<file path="src/design/bsev_ram.sv">
module bsev_ram #(
  parameter int WIDTH = 32,
  parameter int DEPTH = 64
) (
  input  logic                     clk_i,
  input  logic                     we_i,
  input  logic [$clog2(DEPTH)-1:0] waddr_i,
  input  logic [WIDTH-1:0]         wdata_i,
  input  logic [$clog2(DEPTH)-1:0] raddr_i,
  output logic [WIDTH-1:0]         rdata_o
);

  logic [WIDTH-1:0] mem_q [DEPTH];

  always_ff @(posedge clk_i) begin
    if (we_i) begin
      mem_q[waddr_i] <= wdata_i;
    end
    rdata_o <= mem_q[raddr_i];
  end

endmodule

</file>
<file path="config.mk">
export PLATFORM = sky130hd
export DESIGN_NAME = bsev_ram
export DESIGN_NICKNAME = d
export VERILOG_FILES = /design/src/design/bsev_ram.sv
export SDC_FILE = /design/constraint.sdc
export NUM_CORES = 2
export LEC_CHECK = 0
export ABC_AREA = 1
export BUFFER_PORTS_ARGS = -buffer_cell sky130_fd_sc_hd__buf_2
export CELL_PAD_IN_SITES_DETAIL_PLACEMENT = 1
export CELL_PAD_IN_SITES_GLOBAL_PLACEMENT = 2
export CORE_MARGIN = 8
export CORE_UTILIZATION = 47
export DETAILED_ROUTE_END_ITERATION = 10
export HOLD_SLACK_MARGIN = 0.02
export PLACE_DENSITY_LB_ADDON = 0.1
export SYNTH_ARGS = -nofsm -noshare
export SYNTH_HDL_FRONTEND = slang
export SYNTH_SLANG_ARGS = --single-unit
</file>
<file path="constraint.sdc">
create_clock -name clk_i -period 10.75 [get_ports clk_i]
set_input_delay 0 -clock clk_i [delete_from_list [all_inputs] [get_ports clk_i]]
set_output_delay 0 -clock clk_i [all_outputs]
set_load 0.01 [all_outputs]
</file>
==> key figures <==
Outcome
  • Status: completed

Clock network
  • Worst-path clk slew: 60 ps
  • TritonCTS clock tree: built
  • # H-tree levels: 4
  • Cts repair resizes: 0
  • CTS Buf Count: 214
  • Worst-case clock buffer depth: 3
  • CTS Sinks: about 2100
  • Root buf cell: clkbuf_16
  • Clk_lat worst skew: between 800 and 900 ps

Power
  • Switching power: between 0.003 and 0.004 W
  • Pint: 0.01324 W
  • Max IR drop VDD: about 0.17 mV
  • Sequential Power Share: 0.524
  • Clk pwr share: 0.414
  • Sw frac: 0.2315
  • Combinational group share of total power: 0.063
  • Power per cell area: 185.8 nW/µm²
  • P_leak: ~32 nW

Die
  • Starting density of the core: 0.4713
  • Core Area: ~180000 µm²
  • I/O pins: 78
  • Die height: approximately 440 µm
  • Die area: about 190000 µm²
  • Die width: ~440 µm
  • # rows: around 150

Drt
  • Per-cell routed wire length: 29.26 µm
  • Via count: roughly 55000
  • Routed Antenna Nets: 0
  • DRC Markers: 0
  • Met2 wire len: ~130000 µm
  • 1st-pass router iterations: 6
  • DR top layer: met5
  • M1 WL: approximately 120000 µm
  • Routed WL: roughly 270000 µm
  • Vias per cell: roughly 5.9
  • Met3 WL: between 10000 and 15000 µm
  • DRT iter0 DRCs: around 5700

Synthesis
  • Synthesized net count: a little under 7000
  • Post-Synth Adder-Cell Area: 0
  • Multiplexer share of the synthesized area: 0
  • Synth Instances: 6769
  • FFs w/ async S/R, synth: 0
  • Synth top area share: 0.7433
  • Post-synthesis xor/xnor area fraction: 0
  • Synth Area in Compound Gates: 0
  • Commonest cells in the netlist: nand2_1 (2248), edfxtp_1 (2048), nand3_1 (1907)
  • Area contributors post-synth: edfxtp_1 (74%), nand3_1 (12%), nand2_1 (10%), buf_2 (1.7%), dfxtp_1 (0.77%)
  • Dominant synthesized flop cell: edfxtp_1
  • Number of synthesized flops with an enable pin: approximately 2000
  • Synthesized area per cell: approximately 12 µm²
  • Simple-Gate Fraction of Synth Area: 0.2212
  • Yosys Warn Count: 0
  • Yosys top cell by area: edfxtp_1
  • Most frequent cell after synthesis: nand2_1
  • Yosys cell types: 16
  • Sequential area share after synthesis: 0.7510
  • Yosys reg bits: 2080
  • Largest family of logic cells by synthesized area: simple AND/OR/NAND/NOR gates
  • Mapped Area: a little over 80000 µm²

STA
  • RSZ-0062 raised after global routing: no
  • Worst slew margin: 0.2400
  • Final period util: 0.4585
  • Setup TNS: 0 ps
  • Max Fclk: about 0.2 GHz
  • Final Hold Fails: 0
  • Final setup viols: 0
  • Final hold slack: around 64 ps
  • Fin crit period: approximately 4900 ps
  • Final clock skew: about 25 ps
  • Final Slew Violations: 0
  • Slew @ Worst Pin: approximately 1100 ps

Critical path
  • Critical path capture point type: flop
  • Crit Path Category: input port to flop
  • Worst setup path start: raddr_i[0]
  • Worst r2r src: mem_q[57][24]
  • Crit path capture: rdata_o[24]
  • Critical Path AT: between 5000 and 6000 ps
  • R2r setup slk: between 7000 and 8000 ps
  • Req. time, crit path: ~12000 ps
  • R2r worst-path depth: 11
  • CP Max Fanout: 92
  • CP Launch Type: input port
  • R2R Path End: rdata_o[24]

Global route
  • Remaining Overflow, GRT: 0
  • GRT Total Usage: 0.2813
  • Largest net degree at the start of global routing: approximately 240
  • First-pass GRT wire length: between 300000 and 400000 µm
  • Initial antenna violation count: 15
  • Vias in the first global route: 56390

Finish
  • Register area: around 62000 µm²
  • Area delta synth->final: 12.07%
  • Fin area: just over 90000 µm²
  • Fillers: approximately 18000
  • Ratio of cells with drive above 1 in the final layout: 0.08533
  • Multi-input logic area: ~19000 µm²
  • Fin nets: about 7000

Place
  • HPWL after detailed placement: ~140000 µm
  • GP Congestion: between 0.7 and 0.8
  • Port bufs: 77
  • Area post-placement: roughly 86000 µm²

Job
  • Max_cap viols: 0

Worst hold path
  • Hold Crit Class: input port to flop
==> critical path: stages <==
cell           delay, ps
buf_8                440
buf_4                710
buf_4                590
buf_4                580
buf_4                770
nand2_1              110
nand3_1              130
nand3_1               90
nand3_1              120
dlygate4sd3_1        540
nand3_1               60
dlygate4sd3_1        590
nand2_1               90
nand2_1               60
dlygate4sd3_1        590
nand2_1               70
==> through the flow <==
stage / power, W / instances / utilization / worst slack, ps
after global placement: 0.01023 / 8893 / 0.4877 / 6335
final: 0.01723 / 9343 / 0.5282 / 5821
after floorplan: 0.009724 / 6769 / - / 6620
after CTS: 0.01733 / 9336 / 0.5281 / 5910
after detailed placement: 0.01025 / 8893 / 0.4877 / 6410
after global routing: 0.01767 / 9341 / 0.5282 / 5515
==> layout make-up <==
cell class	count	area share
multi-input cells	4228	0.2024
flip-flops and latches	2080	0.6702
clock buffers	306	0.06534
clock inverters	93	0.006518
repair buffers	277	0.02290
inverters	12	0.0008906
well taps	2340	0.03158
diodes	7	0.0001889
==> power groups by stage <==
| stage | clock [W] | sequential (W) | combinational, W |
|---|---|---|---|
| 6_report | 0.00713 | 0.00902 | 0.00108 |
| 5_1_grt | 0.00749 | 0.00902 | 0.00116 |
| 4_1_cts | 0.00723 | 0.00902 | 0.00108 |
| 3_5_place_dp | 0 | 0.00919 | 0.00106 |
| 3_3_place_gp | 0 | 0.00919 | 0.00104 |
| 2_1_floorplan | 0 | 0.00917 | 0.000552 |
==> cell families (layout without fill, tap and decap cells) <==
| family | count (synthesis) | count (layout) |
|---|---|---|
| buffers and inverters | 461 | 688 |
| flip-flops | 2080 | 2080 |
| other | 0 | 7 |
| AND/OR/NAND/NOR | 4228 | 4228 |
==> registers in the layout, summed over array words and instances, names as in the netlist <==
name / count
mem_q: 2048
rdata_o: 32
==> repair_timing <==
action	4_1_cts	5_1_grt
hold buffers	44	0
setup buffers	0	0
endpoints found under the hold margin	2193	0
==> worst min-delay path by stage <==
stage                     slack (ps)        start  cells past startpoint          end
after global routing             120   raddr_i[1]                      8   rdata_o[7]
after global placement           450  rdata_o[19]                      1  rdata_o[19]
final                             60   raddr_i[1]                      8   rdata_o[7]
after floorplan                  100   wdata_i[0]                      0  mem_q[0][0]
after detailed placement         450  rdata_o[19]                      1  rdata_o[19]
after CTS                         30   raddr_i[1]                      8   rdata_o[7]
==> layout by cell type, fill, tap and decap left out, drive strengths merged, types with 9 or more instances in the layout <==
master	instances
buf	233
clkbuf	306
clkinv	82
dfxtp	32
dlygate4sd3	44
edfxtp	2048
inv	16
nand2	2248
nand3	1907
nand4	9
nor2	56
==> layer usage <==
metal,GRT usage,vias up
met1,0.3897,29000
li1,-,24230
met4,0.08643,6
met5,0,-
met2,0.4687,1663
met3,0.03348,402
No activity file was read; power rests on OpenSTA's default activity.
