<file path="config.mk">
export PLATFORM = sky130hd
export DESIGN_NAME = bsev_div
export DESIGN_NICKNAME = d
export VERILOG_FILES = /design/src/design/bsev_pkg.sv /design/src/design/bsev_div.sv
export SDC_FILE = /design/constraint.sdc
export NUM_CORES = 1
export LEC_CHECK = 0
export BUFFER_PORTS_ARGS = -buffer_cell sky130_fd_sc_hd__buf_4
export CORE_ASPECT_RATIO = 0.75
export CORE_MARGIN = 2
export CORE_UTILIZATION = 40
export DETAILED_ROUTE_END_ITERATION = 8
export GPL_TIMING_DRIVEN = 0
export PLACE_DENSITY = 0.66
export REMOVE_ABC_BUFFERS = 1
export SLEW_MARGIN = 20
export SYNTH_ARGS = -nofsm -noshare
export SYNTH_HDL_FRONTEND = slang
export SYNTH_SLANG_ARGS = --single-unit
</file>
<file path="constraint.sdc">
create_clock -name clk_i -period 7.25 [get_ports clk_i]
set_clock_uncertainty 0.05 [all_clocks]
set_input_delay 0.725 -clock clk_i [delete_from_list [all_inputs] [get_ports clk_i]]
set_output_delay 0.725 -clock clk_i [all_outputs]
set_load 0.1 [all_outputs]
</file>
<file path="src/design/bsev_pkg.sv">
package bsev_pkg;

  localparam int DefMaxBreaks = 64;
  localparam int DefMaxOrder  = 8;
  localparam int DefFracBits  = 16;
  localparam int WeightDepth  = 128;

  localparam int OrderW = 4;
  localparam int CountW = 7;
  localparam int CfgW   = 7;

  localparam logic [OrderW-1:0] ORDER_RESET = 4'd4;
  localparam logic [CountW-1:0] COUNT_RESET = 7'd2;

  typedef enum logic [1:0] {
    FUNC_WR_BREAK  = 2'd0,
    FUNC_WR_WEIGHT = 2'd1,
    FUNC_EVAL      = 2'd2,
    FUNC_NONE      = 2'd3
  } func_e;

  typedef enum logic {
    REG_ORDER = 1'b0,
    REG_COUNT = 1'b1
  } reg_e;

  // control between the sequencer and the omega divider
  typedef struct packed {
    logic        start;
    logic [32:0] num;
    logic [32:0] den;
  } div_req_t;

endpackage

</file>
<file path="src/design/bsev_div.sv">
module bsev_div #(
  parameter int FRAC_BITS = bsev_pkg::DefFracBits
) (
  input  logic                 clk_i,
  input  logic                 rst_ni,
  input  bsev_pkg::div_req_t   req_i,
  output logic                 done_o,
  output logic [FRAC_BITS-1:0] quo_o
);
  import bsev_pkg::*;

  localparam int CW = $clog2(FRAC_BITS + 1);

  logic          busy_q;
  logic          done_q;
  logic [CW-1:0] cnt_q;
  logic [32:0]   rem_q;
  logic [32:0]   den_q;
  logic [33:0]   rem2;
  logic          ge;

  // num < den on entry, so FRAC_BITS restoring steps give the whole quotient
  assign rem2 = {rem_q, 1'b0};
  assign ge   = rem2 >= {1'b0, den_q};

  always_ff @(posedge clk_i or negedge rst_ni) begin
    if (!rst_ni) begin
      busy_q <= 1'b0;
      done_q <= 1'b0;
      cnt_q  <= '0;
    end else begin
      done_q <= 1'b0;
      if (req_i.start) begin
        busy_q <= 1'b1;
        cnt_q  <= CW'(FRAC_BITS);
      end else if (busy_q) begin
        cnt_q <= cnt_q - 1'b1;
        if (cnt_q == CW'(1)) begin
          busy_q <= 1'b0;
          done_q <= 1'b1;
        end
      end
    end
  end

  always_ff @(posedge clk_i) begin
    if (req_i.start) begin
      rem_q <= req_i.num;
      den_q <= req_i.den;
      quo_o <= '0;
    end else if (busy_q) begin
      rem_q <= ge ? 33'(rem2 - {1'b0, den_q}) : rem2[32:0];
      quo_o <= {quo_o[FRAC_BITS-2:0], ge};
    end
  end

  assign done_o = done_q;

endmodule

</file>
==> results_dict.tcl <==
set metrics [dict create \
    synth-main-ff-cell "edfxtp_1" \
    fin_crit_sh_pct 49.2 \
    finalHoldViolCount 0 \
    htreeDepth 3 \
    synth_top_family_by_area "compound AO/OA/AOI/OAI gates" \
    clk_latency_ns 0.36 \
    antenna_found_initial 0 \
    regArea_um2 2480 \
    yosys.area_share.simple_pct 11.5 \
    drt_first_pass_iters 4 \
    dp_worst_setup_slack_ns 3.67 \
    fin_setup_tns_ns 0 \
    clock_path_buffers 2 \
    ys_ff_latch 89 \
    drt_iter0_markers 279 \
    synth.cell_area_um2 5480 \
    worstSetupPathType "reg2reg" \
    setup_viol 0 \
    crit_required_ns 7.31 \
    fp-row-count 36 \
    cts.clk_slew.worst_paths_ns 0.08 \
    io_buffers 85 \
    r2r_setup_slack_ns 3.68 \
    rsz0062_at_grt "no" \
    dp_cells 778 \
    synthArstFlopShare_pct 7.87 \
    grt-ovfl-total 0 \
    area_delta_synth_final_pct 20.3 \
    rr_worst_depth 11 \
    slew_headroom_pct 31.4 \
    slowest_delay_ns 0.52 \
    min_period_ns 3.57 \
    via_per_inst 5.29 \
    die-area_um2 14700 \
    slew_violations 0 \
    core_um2 13200 \
    numClockSinks 89 \
    cp.arrival_ns 3.63 \
    cts_buffers 9 \
    fp.dieH_um 105 \
    cts_setup_buffers 0 \
    vias 4203 \
    postLayoutCoreUtil_pct 49.9 \
    cts_hold_buf 0 \
    ys_top_cells_by_count "edfxtp_1, inv_1, nand2_1" \
    hpwl_mm 8.44 \
    cp-start-kind "flop" \
    grt_start_max_net_pins 111 \
    routabilityCongestion 0.876 \
    syn-instance-count 541 \
    path_cells "ha_1 > nor2b_1 > o21bai_1 > a21oi_1 > o31ai_2 > o31ai_4 > a21oi_4 > buf_16 > buf_16 > o21ai_0 > mux2_2" \
    power.total_mw 2.67 \
    yosysSeqAreaShare_pct 45.2 \
    setup_ws_ns 3.68 \
    clock.fmax_mhz 280 \
    tritoncts "built" \
    cp_common_cell "buf_16" \
    ys_types 58 \
    grt_pass1_wl_mm 19.6 \
    grt.total_usage_pct 16.5 \
    die_w_um 139 \
    synth_area_leaders "edfxtp_1, ha_1, dfxtp_1" \
    synth-xor-area-share_pct 5.44 \
    ios 86 \
    grt_pass1_vias 4136 \
    min-delay-path-class "in2async" \
    drive_gt1_share_pct 20.9 \
    crit_buf_inv 2 \
    slowest_stage "o31ai_2" \
    vdd_drop_max_mv 0.186 \
    n_fill_cell 1240 \
    worstPathMaxFanout 25 \
    ant_nets 0 \
    drc_errors 0 \
    synthAdderAreaFrac_pct 8.36 \
    cts_root_buf "clkbuf_16" \
    rr_startpoint "rem_q[1]$_DFFE_PP_" \
    wl_per_cell_um 14.7 \
    n_antenna_cell 0 \
    yosysTopAreaCell "edfxtp_1" \
    yosys.area.top_type_share_pct 36.2 \
    start_util_pct 41.5 \
    status "finished, final reports clean" \
    num-nets-final 723 \
    synth_compound_area_share_pct 17.6 \
    reg2reg_to "rem_q[12]$_DFFE_PP_" \
    synth-edff-count 66 \
    yosys-mux-area-fraction_pct 6.62 \
    wl_mm 11.7 \
    ys_warn_count 0 \
    maxCapViolations 0 \
    power_density_nw_per_um2 405 \
    crit_family "compound AO/OA/AOI/OAI gates" \
    endpoint_kind "flop" \
    syn_area_per_cell_um2 10.1 \
    max_slew.worst_pin.slew_ns 1.03 \
    multi_input_area_um2 2710 \
    cts_resized 0 \
    leakagePower_nw 3.00 \
    layout.cells.non_filler 794 \
    yosysMostFrequentCell "edfxtp_1" \
]
[state kept, by name (all words and copies together) (netlist names)]
name and flops:
den_q 33, rem_q 33, quo_o 16, cnt_q 5, busy_q 1, done_o 1
[worst max path at each step]
stage | cells past startpoint | from | slack, ns | endpoint
final | 11 | rem_q[1]$_DFFE_PP_ | 3.68 | rem_q[12]$_DFFE_PP_
after CTS | 12 | rem_q[1]$_DFFE_PP_ | 3.66 | rem_q[15]$_DFFE_PP_
after floorplan | 9 | rem_q[3]$_DFFE_PP_ | 3.80 | rem_q[18]$_DFFE_PP_
after global routing | 12 | rem_q[1]$_DFFE_PP_ | 3.40 | rem_q[15]$_DFFE_PP_
after global placement | 9 | rem_q[1]$_DFFE_PP_ | 3.11 | rem_q[18]$_DFFE_PP_
after detailed placement | 12 | rem_q[1]$_DFFE_PP_ | 3.67 | rem_q[15]$_DFFE_PP_
[per-layer routing]
metal | track usage, % | part of all wire (%) | up-vias
li1 | - | - | 2095
met1 | 22.3 | 50 | 2009
met2 | 25.8 | 44 | 89
met3 | 4.95 | 4.8 | 10
met4 | 4.47 | 1.1 | 0
met5 | 0 | 0 | -
[through the flow]
stage / hold slack, ns / area, µm²
detailed placement: 0.453 / 6280
global placement: 0.428 / 6220
finish: 0.109 / 6590
global route: 0.0896 / 6590
CTS: 0.100 / 6590
floorplan: 0.379 / 5370
[cells by family (layout without fill, tap and decap cells)]
group,Yosys count,count (layout)
buf+inv,69,151
xor+xnor,34,34
simple gates,133,133
fa+ha+maj,36,36
flops,89,89
compound gates,146,146
mux,34,34
[cell type report]
cell class | instances | share of cell area, %
multi-input cells | 383 | 41.2
clock buffers | 9 | 3.42
repair buffers | 87 | 10.6
well taps | 171 | 3.25
flip-flops and latches | 89 | 37.6
inverters | 48 | 2.73
clock inverters | 7 | 1.27
[report_power, final]
part           internal [mW]  switching (mW)  total (mW)
logic                  0.621           0.772        1.39
registers              0.716          0.0791       0.795
clock network          0.247           0.233       0.480
[placed cells by master, fill, tap and decap left out, types with 3 or more instances in the layout]
master,count
o21ai_0,31
nor2b_1,7
inv_8,3
a21boi_1,5
inv_1,48
a211o_1,3
dfxtp_1,16
a211oi_1,10
xor2_1,19
dfrtp_1,7
ha_1,35
o21bai_1,6
and3b_1,3
clkbuf_16,9
and3_1,4
a21o_1,20
o21ai_1,8
buf_4,84
nand2b_1,7
mux2_2,18
o211ai_1,3
nand4_1,3
nor3_1,3
nor2_1,43
nor4_1,4
nand2_1,46
a21oi_1,39
xnor2_1,15
edfxtp_1,66
mux2i_1,16
Power figures use the tool's default switching activity.
